<file path="config.mk">
export PLATFORM = sky130hd
export DESIGN_NAME = bitmap_set_with_find_next
export DESIGN_NICKNAME = d
export VERILOG_FILES = /design/src/rtl/bsfn_pkg.sv /design/src/rtl/bsfn_front.sv /design/src/rtl/bsfn_queue.sv /design/src/rtl/bsfn_back.sv /design/src/rtl/bitmap_set_with_find_next.sv
export SDC_FILE = /design/constraint.sdc
export NUM_CORES = 2
export LEC_CHECK = 0
export ABC_AREA = 1
export BUFFER_PORTS_ARGS = -buffer_cell sky130_fd_sc_hd__buf_2
export CORE_ASPECT_RATIO = 0.9
export CORE_MARGIN = 2
export CORE_UTILIZATION = 60
export CTS_CLUSTER_DIAMETER = 120
export DETAILED_ROUTE_END_ITERATION = 8
export PLACE_DENSITY_LB_ADDON = 0.12
export SETUP_SLACK_MARGIN = 0.4
export SYNTH_ARGS = -nofsm -noshare
export SYNTH_HDL_FRONTEND = slang
export SYNTH_SLANG_ARGS = --single-unit
</file>
<file path="constraint.sdc">
create_clock -name clk -period 5.73 [get_ports clk]
set_clock_uncertainty 0.1 [all_clocks]
set_input_delay 0.573 -clock clk [delete_from_list [all_inputs] [get_ports clk]]
set_output_delay 0.573 -clock clk [all_outputs]
set_load 0.005 [all_outputs]
</file>
<file path="src/rtl/bsfn_pkg.sv">
package bsfn_pkg;

	localparam int ELEM_W     = 10;
	localparam int SIZE_W     = 11;
	localparam int WORD_IDX_W = 7;
	localparam int OFF_W      = 6;
	localparam int SCAN_W     = 12;
	localparam int TZ_W       = 7;
	localparam int Q_DEPTH    = 2;
	localparam int Q_PTR_W    = 1;

	typedef logic [ELEM_W-1:0]     elem_t;
	typedef logic [SIZE_W-1:0]     size_t;
	typedef logic [WORD_IDX_W-1:0] word_idx_t;
	typedef logic [OFF_W-1:0]      off_t;
	typedef logic [SCAN_W-1:0]     scan_t;
	typedef logic [TZ_W-1:0]       tz_t;
	typedef logic [Q_PTR_W:0]      q_cnt_t;

	localparam logic [2:0] OP_FILL       = 3'd0;
	localparam logic [2:0] OP_ADD        = 3'd1;
	localparam logic [2:0] OP_REMOVE     = 3'd2;
	localparam logic [2:0] OP_TEST       = 3'd3;
	localparam logic [2:0] OP_FIND_SET   = 3'd4;
	localparam logic [2:0] OP_FIND_CLEAR = 3'd5;

	localparam size_t SIZE_RESET = 11'd1024;

	typedef enum logic [2:0] {
		CLS_NOP,
		CLS_FILL,
		CLS_ADD,
		CLS_REMOVE,
		CLS_TEST,
		CLS_FIND
	} cmd_cls_t;

	typedef struct packed {
		cmd_cls_t  cls;
		logic      want_set;
		logic      in_range;
		elem_t     element;
		word_idx_t word;
		off_t      off;
	} cmd_t;

	typedef enum logic [2:0] {
		BK_CLEAR,
		BK_IDLE,
		BK_ACCESS,
		BK_SCAN,
		BK_FILL
	} bk_state_t;

	typedef struct packed {
		logic clearing;
		logic pop;
	} bk_status_t;

	// trailing zero count, valid for a nonzero word
	function automatic tz_t ctz64(input logic [63:0] x);
		logic [63:0] v;
		tz_t         n;
		v = x;
		n = '0;
		if (v[31:0] == 32'd0) begin
			n = n + tz_t'(32);
			v = v >> 32;
		end
		if (v[15:0] == 16'd0) begin
			n = n + tz_t'(16);
			v = v >> 16;
		end
		if (v[7:0] == 8'd0) begin
			n = n + tz_t'(8);
			v = v >> 8;
		end
		if (v[3:0] == 4'd0) begin
			n = n + tz_t'(4);
			v = v >> 4;
		end
		if (v[1:0] == 2'd0) begin
			n = n + tz_t'(2);
			v = v >> 2;
		end
		if (v[0] == 1'b0) begin
			n = n + tz_t'(1);
		end
		return n;
	endfunction

endpackage

</file>
<file path="src/rtl/bsfn_front.sv">
module bsfn_front #(
	parameter int WORD_BITS = 64
) (
	input  logic              clk,
	input  logic              arst_n,
	input  bsfn_pkg::size_t   eff_size,
	input  logic              in_valid,
	output logic              in_stall,
	input  logic [2:0]        opcode,
	input  bsfn_pkg::elem_t   element,
	input  logic              q_full,
	output logic              q_push,
	output bsfn_pkg::cmd_t    q_cmd
);

	// word index by reciprocal multiply, exact for 10-bit indexes
	localparam int RECIP_SH = 20;
	localparam int RECIP    = ((1 << RECIP_SH) + WORD_BITS - 1) / WORD_BITS;

	logic                  valid_s1;
	bsfn_pkg::cmd_cls_t    cls_s1;
	logic                  want_s1;
	logic                  inr_s1;
	bsfn_pkg::elem_t       elem_s1;
	bsfn_pkg::word_idx_t   word_s1;

	logic                  advance;
	logic [31:0]           prod;
	bsfn_pkg::cmd_cls_t    cls;
	bsfn_pkg::elem_t       word_base;

	assign advance  = !valid_s1 || !q_full;
	assign in_stall = !advance;
	assign prod     = 32'(element) * 32'(RECIP);

	always_comb begin
		case (opcode)
			bsfn_pkg::OP_FILL:       cls = bsfn_pkg::CLS_FILL;
			bsfn_pkg::OP_ADD:        cls = bsfn_pkg::CLS_ADD;
			bsfn_pkg::OP_REMOVE:     cls = bsfn_pkg::CLS_REMOVE;
			bsfn_pkg::OP_TEST:       cls = bsfn_pkg::CLS_TEST;
			bsfn_pkg::OP_FIND_SET,
			bsfn_pkg::OP_FIND_CLEAR: cls = bsfn_pkg::CLS_FIND;
			default:                 cls = bsfn_pkg::CLS_NOP;
		endcase
	end

	always_ff @(posedge clk or negedge arst_n) begin
		if (!arst_n) begin
			valid_s1 <= 1'b0;
		end else if (advance) begin
			valid_s1 <= in_valid;
		end
	end

	always_ff @(posedge clk) begin
		if (in_valid && advance) begin
			cls_s1  <= cls;
			want_s1 <= (opcode == bsfn_pkg::OP_FIND_SET);
			inr_s1  <= (bsfn_pkg::size_t'(element) < eff_size);
			elem_s1 <= element;
			word_s1 <= prod[RECIP_SH +: bsfn_pkg::WORD_IDX_W];
		end
	end

	assign word_base = bsfn_pkg::elem_t'(32'(word_s1) * 32'(WORD_BITS));

	assign q_push         = valid_s1 && !q_full;
	assign q_cmd.cls      = cls_s1;
	assign q_cmd.want_set = want_s1;
	assign q_cmd.in_range = inr_s1;
	assign q_cmd.element  = elem_s1;
	assign q_cmd.word     = word_s1;
	assign q_cmd.off      = bsfn_pkg::off_t'(elem_s1 - word_base);

endmodule

</file>
<file path="src/rtl/bsfn_queue.sv">
module bsfn_queue (
	input  logic             clk,
	input  logic             arst_n,
	input  logic             push,
	input  bsfn_pkg::cmd_t   push_cmd,
	output logic             full,
	input  logic             pop,
	output logic             valid,
	output bsfn_pkg::cmd_t   head
);

	bsfn_pkg::cmd_t               ent_q [bsfn_pkg::Q_DEPTH];
	logic [bsfn_pkg::Q_PTR_W-1:0] wr_q;
	logic [bsfn_pkg::Q_PTR_W-1:0] rd_q;
	bsfn_pkg::q_cnt_t             cnt_q;

	assign full  = (cnt_q == bsfn_pkg::q_cnt_t'(bsfn_pkg::Q_DEPTH));
	assign valid = (cnt_q != '0);
	assign head  = ent_q[rd_q];

	always_ff @(posedge clk or negedge arst_n) begin
		if (!arst_n) begin
			wr_q  <= '0;
			rd_q  <= '0;
			cnt_q <= '0;
		end else begin
			if (push) begin
				wr_q <= wr_q + 1'b1;
			end
			if (pop) begin
				rd_q <= rd_q + 1'b1;
			end
			if (push && !pop) begin
				cnt_q <= cnt_q + 1'b1;
			end else if (pop && !push) begin
				cnt_q <= cnt_q - 1'b1;
			end
		end
	end

	always_ff @(posedge clk) begin
		if (push) begin
			ent_q[wr_q] <= push_cmd;
		end
	end

endmodule

</file>
<file path="src/rtl/bsfn_back.sv">
module bsfn_back #(
	parameter int MAX_ELEMS = 1024,
	parameter int WORD_BITS = 64
) (
	input  logic                  clk,
	input  logic                  arst_n,
	input  bsfn_pkg::size_t       eff_size,
	input  logic                  q_valid,
	input  bsfn_pkg::cmd_t        q_head,
	output logic                  q_pop,
	input  logic                  out_stall,
	output logic                  out_valid,
	output logic                  is_member,
	output logic                  found,
	output bsfn_pkg::elem_t       position,
	output bsfn_pkg::bk_status_t  status
);

	localparam int NUM_WORDS = (MAX_ELEMS + WORD_BITS - 1) / WORD_BITS;
	localparam int MW        = (NUM_WORDS > 1) ? $clog2(NUM_WORDS) : 1;
	localparam logic [MW-1:0] LAST_WORD = MW'(NUM_WORDS - 1);

	logic [WORD_BITS-1:0] mem [NUM_WORDS];

	bsfn_pkg::bk_state_t  state_q, state_d;
	logic [MW-1:0]        clr_q, clr_d;
	logic [MW-1:0]        waddr_q, waddr_d;
	bsfn_pkg::scan_t      base_q, base_d;
	logic [WORD_BITS-1:0] mask_q, mask_d;
	bsfn_pkg::cmd_t       cmd_q, cmd_d;
	logic [WORD_BITS-1:0] rd_q;

	logic                 mem_we;
	logic [MW-1:0]        mem_wa;
	logic [WORD_BITS-1:0] mem_wd;
	logic                 mem_re;
	logic [MW-1:0]        mem_ra;

	logic                 res_we;
	logic                 res_member;
	logic                 res_found;
	bsfn_pkg::elem_t      res_pos;

	logic                 out_valid_q;
	logic                 is_member_q;
	logic                 found_q;
	bsfn_pkg::elem_t      position_q;

	logic                 out_free;
	logic [WORD_BITS-1:0] cur_word;
	logic [WORD_BITS-1:0] bit_mask;
	bsfn_pkg::tz_t        tz;
	bsfn_pkg::scan_t      hit_pos;
	bsfn_pkg::scan_t      next_base;
	bsfn_pkg::scan_t      size_ext;

	assign out_free  = !out_valid_q || !out_stall;
	assign cur_word  = (cmd_q.want_set ? rd_q : ~rd_q) & mask_q;
	assign bit_mask  = WORD_BITS'(1) << cmd_q.off;
	assign tz        = bsfn_pkg::ctz64(64'(cur_word));
	assign hit_pos   = base_q + bsfn_pkg::scan_t'(tz);
	assign next_base = base_q + bsfn_pkg::scan_t'(WORD_BITS);
	assign size_ext  = bsfn_pkg::scan_t'(eff_size);

	always_comb begin
		state_d    = state_q;
		clr_d      = clr_q;
		waddr_d    = waddr_q;
		base_d     = base_q;
		mask_d     = mask_q;
		cmd_d      = cmd_q;
		q_pop      = 1'b0;
		mem_we     = 1'b0;
		mem_wa     = clr_q;
		mem_wd     = '0;
		mem_re     = 1'b0;
		mem_ra     = waddr_q;
		res_we     = 1'b0;
		res_member = 1'b0;
		res_found  = 1'b0;
		res_pos    = '0;
		case (state_q)
			bsfn_pkg::BK_CLEAR: begin
				mem_we = 1'b1;
				if (clr_q == LAST_WORD) begin
					clr_d   = '0;
					state_d = bsfn_pkg::BK_IDLE;
				end else begin
					clr_d = clr_q + 1'b1;
				end
			end
			bsfn_pkg::BK_IDLE: begin
				if (q_valid && out_free) begin
					q_pop   = 1'b1;
					cmd_d   = q_head;
					waddr_d = MW'(q_head.word);
					base_d  = bsfn_pkg::scan_t'(q_head.element)
						- bsfn_pkg::scan_t'(q_head.off);
					mask_d  = {WORD_BITS{1'b1}} << q_head.off;
					mem_re  = 1'b1;
					mem_ra  = MW'(q_head.word);
					case (q_head.cls)
						bsfn_pkg::CLS_FILL: begin
							clr_d   = '0;
							state_d = bsfn_pkg::BK_FILL;
						end
						bsfn_pkg::CLS_ADD,
						bsfn_pkg::CLS_REMOVE,
						bsfn_pkg::CLS_TEST: begin
							if (q_head.in_range) begin
								state_d = bsfn_pkg::BK_ACCESS;
							end else begin
								res_we = 1'b1;
							end
						end
						bsfn_pkg::CLS_FIND: begin
							if (q_head.in_range) begin
								state_d = bsfn_pkg::BK_SCAN;
							end else begin
								res_we = 1'b1;
							end
						end
						default: begin
							res_we = 1'b1;
						end
					endcase
				end
			end
			bsfn_pkg::BK_ACCESS: begin
				res_we  = 1'b1;
				state_d = bsfn_pkg::BK_IDLE;
				mem_wa  = waddr_q;
				case (cmd_q.cls)
					bsfn_pkg::CLS_ADD: begin
						mem_we = 1'b1;
						mem_wd = rd_q | bit_mask;
					end
					bsfn_pkg::CLS_REMOVE: begin
						mem_we = 1'b1;
						mem_wd = rd_q & ~bit_mask;
					end
					bsfn_pkg::CLS_TEST: begin
						res_member = ((rd_q & bit_mask) != '0);
					end
					default: begin
					end
				endcase
			end
			bsfn_pkg::BK_SCAN: begin
				if (cur_word != '0) begin
					res_we  = 1'b1;
					state_d = bsfn_pkg::BK_IDLE;
					if (hit_pos < size_ext) begin
						res_found = 1'b1;
						res_pos   = hit_pos[bsfn_pkg::ELEM_W-1:0];
					end
				end else if (next_base >= size_ext) begin
					res_we  = 1'b1;
					state_d = bsfn_pkg::BK_IDLE;
				end else begin
					base_d  = next_base;
					waddr_d = waddr_q + 1'b1;
					mask_d  = '1;
					mem_re  = 1'b1;
					mem_ra  = waddr_q + 1'b1;
				end
			end
			bsfn_pkg::BK_FILL: begin
				mem_we = 1'b1;
				mem_wd = '1;
				if (clr_q == LAST_WORD) begin
					clr_d   = '0;
					res_we  = 1'b1;
					state_d = bsfn_pkg::BK_IDLE;
				end else begin
					clr_d = clr_q + 1'b1;
				end
			end
			default: begin
				state_d = bsfn_pkg::BK_IDLE;
			end
		endcase
	end

	always_ff @(posedge clk or negedge arst_n) begin
		if (!arst_n) begin
			state_q     <= bsfn_pkg::BK_CLEAR;
			clr_q       <= '0;
			out_valid_q <= 1'b0;
		end else begin
			state_q <= state_d;
			clr_q   <= clr_d;
			if (res_we) begin
				out_valid_q <= 1'b1;
			end else if (!out_stall) begin
				out_valid_q <= 1'b0;
			end
		end
	end

	always_ff @(posedge clk) begin
		waddr_q <= waddr_d;
		base_q  <= base_d;
		mask_q  <= mask_d;
		cmd_q   <= cmd_d;
		if (res_we) begin
			is_member_q <= res_member;
			found_q     <= res_found;
			position_q  <= res_pos;
		end
	end

	always_ff @(posedge clk) begin
		if (mem_we) begin
			mem[mem_wa] <= mem_wd;
		end
		if (mem_re) begin
			rd_q <= mem[mem_ra];
		end
	end

	assign out_valid       = out_valid_q;
	assign is_member       = is_member_q;
	assign found           = found_q;
	assign position        = position_q;
	assign status.clearing = (state_q == bsfn_pkg::BK_CLEAR);
	assign status.pop      = q_pop;

endmodule

</file>
<file path="src/rtl/bitmap_set_with_find_next.sv">
// Channel   Handshake                Payload
// input     in_valid / in_stall      opcode, element
// result    out_valid / out_stall    is_member, found, position
// config    cfg_valid / cfg_ready    set_size
//
// After reset a clearing pass zeroes the bitmap, one word per cycle
// (16 words at the default size); no item leaves the queue until it ends.
// Each item passes the decode stage and then the queue. The bitmap engine answers an
// out-of-range item or unused opcode as it takes it, does add, remove and test as a word
// read then an access step, and runs find (one word read per cycle) or fill (every word).
// The two-entry queue keeps taking items, until it is full, while the engine is busy or its
// result register is stalled.
module bitmap_set_with_find_next #(
	parameter int MAX_ELEMS = 1024,
	parameter int WORD_BITS = 64
) (
	input  logic        clk,
	input  logic        arst_n,
	input  logic        in_valid,
	output logic        in_stall,
	input  logic [2:0]  opcode,
	input  logic [9:0]  element,
	output logic        out_valid,
	input  logic        out_stall,
	output logic        is_member,
	output logic        found,
	output logic [9:0]  position,
	input  logic        cfg_valid,
	output logic        cfg_ready,
	input  logic [10:0] set_size
);

	bsfn_pkg::size_t      set_size_q;
	bsfn_pkg::size_t      eff_size;
	logic                 q_push;
	logic                 q_full;
	logic                 q_valid;
	logic                 q_pop;
	bsfn_pkg::cmd_t       q_cmd;
	bsfn_pkg::cmd_t       q_head;
	bsfn_pkg::bk_status_t bk_status;

	assign cfg_ready = 1'b1;

	always_ff @(posedge clk or negedge arst_n) begin
		if (!arst_n) begin
			set_size_q <= bsfn_pkg::SIZE_RESET;
		end else if (cfg_valid && cfg_ready) begin
			set_size_q <= set_size;
		end
	end

	always_comb begin
		if (int'(set_size_q) > MAX_ELEMS) begin
			eff_size = bsfn_pkg::size_t'(MAX_ELEMS);
		end else begin
			eff_size = set_size_q;
		end
	end

	bsfn_front #(
		.WORD_BITS (WORD_BITS)
	) u_front (
		.clk      (clk),
		.arst_n   (arst_n),
		.eff_size (eff_size),
		.in_valid (in_valid),
		.in_stall (in_stall),
		.opcode   (opcode),
		.element  (element),
		.q_full   (q_full),
		.q_push   (q_push),
		.q_cmd    (q_cmd)
	);

	bsfn_queue u_queue (
		.clk      (clk),
		.arst_n   (arst_n),
		.push     (q_push),
		.push_cmd (q_cmd),
		.full     (q_full),
		.pop      (q_pop),
		.valid    (q_valid),
		.head     (q_head)
	);

	bsfn_back #(
		.MAX_ELEMS (MAX_ELEMS),
		.WORD_BITS (WORD_BITS)
	) u_back (
		.clk       (clk),
		.arst_n    (arst_n),
		.eff_size  (eff_size),
		.q_valid   (q_valid),
		.q_head    (q_head),
		.q_pop     (q_pop),
		.out_stall (out_stall),
		.out_valid (out_valid),
		.is_member (is_member),
		.found     (found),
		.position  (position),
		.status    (bk_status)
	);

`ifndef NO_ASSERTIONS
	a_no_pop_while_clearing: assert property (@(posedge clk) disable iff (!arst_n)
		bk_status.clearing |-> !bk_status.pop)
		else $error("queue popped during clearing pass");

	a_member_not_found: assert property (@(posedge clk) disable iff (!arst_n)
		out_valid && is_member |-> !found)
		else $error("test and find result mixed");

	a_position_zero: assert property (@(posedge clk) disable iff (!arst_n)
		out_valid && !found |-> position == '0)
		else $error("position set without a find hit");

	a_found_in_size: assert property (@(posedge clk) disable iff (!arst_n)
		out_valid && found |-> bsfn_pkg::size_t'(position) < eff_size)
		else $error("found position beyond set size");
`endif

endmodule
</file>
==> results by group <==
Die
  • Ports: 44
  • Die W: roughly 320 µm
  • Full die area: between 90000 and 100000 µm²
  • Die H: 290 µm
  • Core region area: ~90000 µm²
  • Initial Utilization: 0.608
  • Rows: approximately 100

Setup path
  • CP max stage delay: 0.54 ns
  • Setup crit end kind: flop
  • CP max FO: 18
  • Worst r2r src: u_back.cmd_q[24]
  • R2R Setup Slk: 0.70 ns
  • Worst setup SP type: flop
  • WS Path Type: flop to flop
  • CP most frequent cell: nand2_1
  • Worst path slowest cell: a2111oi_1
  • Worst Path Arrival: approximately 5.5 ns
  • R2R depth: 26
  • Reg-to-Reg End: u_back.position[0]
  • Data required, critical path: around 6.2 ns

Cells and area
  • Layout cells sized above 1: 0.0888
  • Ant. Diodes: 0
  • Fin cells: 5862
  • Area grow syn2layout: 10.7%
  • # nets final: 4659
  • Fillers: roughly 6500

Synthesis
  • Mapped Area: between 50000 and 60000 µm²
  • Synth area leader: edfxtp_1
  • Mapped Nets: roughly 4700
  • Yosys top cell area share: 0.675
  • Post-synth EDFFs: around 1200
  • Yosys warns: 0
  • Distinct cells, synth: 59
  • Mean Syn Cell Area: around 12 µm²
  • Post-synthesis async set-or-reset flop share: 0.0192
  • Ys flop type: edfxtp_1
  • Sequential share of the synthesized area: 0.687
  • Top cells by area, synth: edfxtp_1 (67%), o21ai_0 (5.1%), o211ai_1 (3.9%)
  • Register bit total from synthesis: 1252
  • Post-Synthesis Cells: about 4600

Clocking
  • Clk_lat worst skew: ~0.72 ns
  • Num CTS Buffers: 120
  • CTS Root Cell: clkbuf_16
  • H-tree lvl count: 3
  • CTS tree: done
  • Clk sinks: approximately 1300
  • Reg clk slew, reported paths: roughly 0.070 ns
  • Max clock buf depth: 3

Worst hold path
  • Worst hold path depth: 2
  • Min-delay src: opcode[0]
  • Hold Crit Class: input port to flop
  • Hold Crit Endpoint: u_front.want_s1

Status
  • Failing checks: DRC
  • Status: complete, but fails checks

Route
  • Vias per cell: around 6.5
  • DRC viols: 1
  • Wire length per cell: ~27 µm
  • Routed WL: 156 mm
  • Final ANT Viol Nets: 0
  • Drt pass-1 iters: 9
  • Initial DRC count: about 5900
  • Routed via count: approximately 38000

Run
  • Max-cap violations: 0

STA
  • Setup WS post-layout: between 0.7 and 0.8 ns
  • Endpoints failing setup: 0
  • Slew Limit Fails: 0
  • Worst-Margin Slew: 1.11 ns
  • RSZ-0062 raised after global routing: true
  • Maximum clock rate: 199 MHz
  • Final hold vios: 0
  • Tcrit/Tclk final: 0.877
  • Slew HR: 0.257
  • Setup TNS: 0 ns
  • Shortest period the worst path allows: roughly 5.0 ns

Power and ir drop
  • Power per Cell Area: about 670 nW/µm²
  • Worst vdd ir: 0.544 mV
  • Leakage: ~0.021 µW

Place
  • Placed Cells: about 5600
  • Pre-CTS WS: roughly 0.45 ns
  • Post-DP HPWL: 87.4 mm
  • Port buffer count: 42
  • GPL Wtd Cong: 1.03

Global routing
  • Initial antenna violation count: 0
  • Grt total ovfl: 0
  • Largest net degree at the start of global routing: 122
  • Number of global-route vias before repair: ~35000
  • Global-route wire length before repair: approximately 230 mm
  • Total GRT Usage: 0.332
## how the worst max path moves through the flow
| stage | from | to | cells past startpoint |
|---|---|---|---|
| 6_report | u_back.cmd_q[24] | u_back.position[0] | 26 |
| 5_1_grt | u_back.cmd_q[24] | u_back.position[9] | 26 |
| 4_1_cts | u_back.cmd_q[24] | u_back.position[0] | 27 |
| 3_5_place_dp | u_back.cmd_q[24] | u_back.position[0] | 27 |
| 3_3_place_gp | u_back.cmd_q[24] | u_back.position[9] | 26 |
| 2_1_floorplan | u_back.state_q[0] | u_back.mem[0][0] | 7 |
## cells in the mapped netlist, types with 12 or more instances
cell,instances
a21oi_1,304
a31oi_1,266
buf_1,24
buf_2,42
buf_4,15
clkbuf_1,241
dfrtp_1,23
edfxtp_1,1224
ha_1,29
inv_1,447
nand2_1,451
nand3_1,253
nand4_1,17
nor2_1,141
nor2_2,12
nor3_1,17
o211ai_1,284
o21ai_0,559
o21ai_1,100
o22ai_1,20
or2_2,14
xnor2_1,27
## critical path: cells and delay by family (launching register included)
kind                       cells  cell delay (ns)
adders and majority gates      1             0.19
DFF                            1             0.47
AOI/OAI and AO/OA              6             1.54
buffers and inverters          3             0.46
and+or+nand+nor               16             2.13
## where the power goes
| group | total [µW] | switching [µW] | internal [µW] |
|---|---|---|---|
| Sequential | 14500 | 833 | 13700 |
| Combinational | 18500 | 13300 | 5140 |
| Clock | 7490 | 3360 | 4130 |
| Total | 40500 | 17500 | 23000 |
## flip-flops by register name, summed over array words and instances (netlist names), 4 cells and up
signal,flops
set_size_q,11
u_back.base_q,6
u_back.clr_q,4
u_back.cmd_q,10
u_back.mask_q,63
u_back.mem,1024
u_back.position,10
u_back.rd_q,64
u_back.waddr_q,4
u_front.elem_s1,10
u_queue.ent_q,30
## layout make-up
cell class | instances | area [µm²] | share of cell area
Multi-Input combinational cell | 2579 | 14100 | 0.233
Clock buffer | 149 | 3170 | 0.0526
Inverter | 460 | 1740 | 0.0289
Clock inverter | 68 | 498 | 0.00826
Timing Repair Buffer | 188 | 1930 | 0.0320
Tap cell | 1166 | 1460 | 0.0242
Sequential cell | 1252 | 37400 | 0.621
## timing repair
| item | in CTS | in global routing |
|---|---|---|
| buffers inserted | 0 | 0 |
| hold endpoints to repair | 46 | 0 |
| setup endpoints to repair | 0 | 38 |
| hold buffers | 24 | 0 |
| resized for setup | 0 | 10 |
## routing by layer
metal  track usage  part of all wire
met5             0                 0
met4         0.114             0.037
met3        0.0565              0.10
met2         0.504              0.45
met1         0.489              0.41
## cell families after synthesis
logic type,Yosys count,synth area share
xor gates and xnor gates,35,0.00563
muxes,6,0.00119
other,2,0.000138
DFF,1252,0.687
buffers and inverters,795,0.0583
adders and majority gates,29,0.00666
and+or+nand+nor,943,0.0758
AOI/OAI and AO/OA,1564,0.165
## placed cells by master (no fill, tap or decap), types with 34 or more instances in the layout
cell type,n
edfxtp_1,1224
o21ai_0,558
nand2_1,446
inv_1,446
a21oi_1,303
o211ai_1,284
a31oi_1,266
nand3_1,253
nor2_1,125
clkbuf_16,122
o21ai_1,100
buf_4,77
buf_12,43
buf_2,42
clkinv_1,34
## per-stage QoR
| stage | power (µW) | util | area (µm²) | hold slack, ns |
|---|---|---|---|---|
| after detailed placement | 32800 | 0.629 | 56400 | 0.332 |
| final | 40500 | 0.673 | 60300 | 0.100 |
| after global placement | 32600 | 0.629 | 56400 | 0.324 |
| after CTS | 40300 | 0.672 | 60300 | 0.0715 |
| after floorplan | 26000 | - | 54500 | 0.177 |
| after global routing | 42600 | 0.673 | 60300 | 0.0981 |
Note: power is estimated with default switching activity, not from simulation.
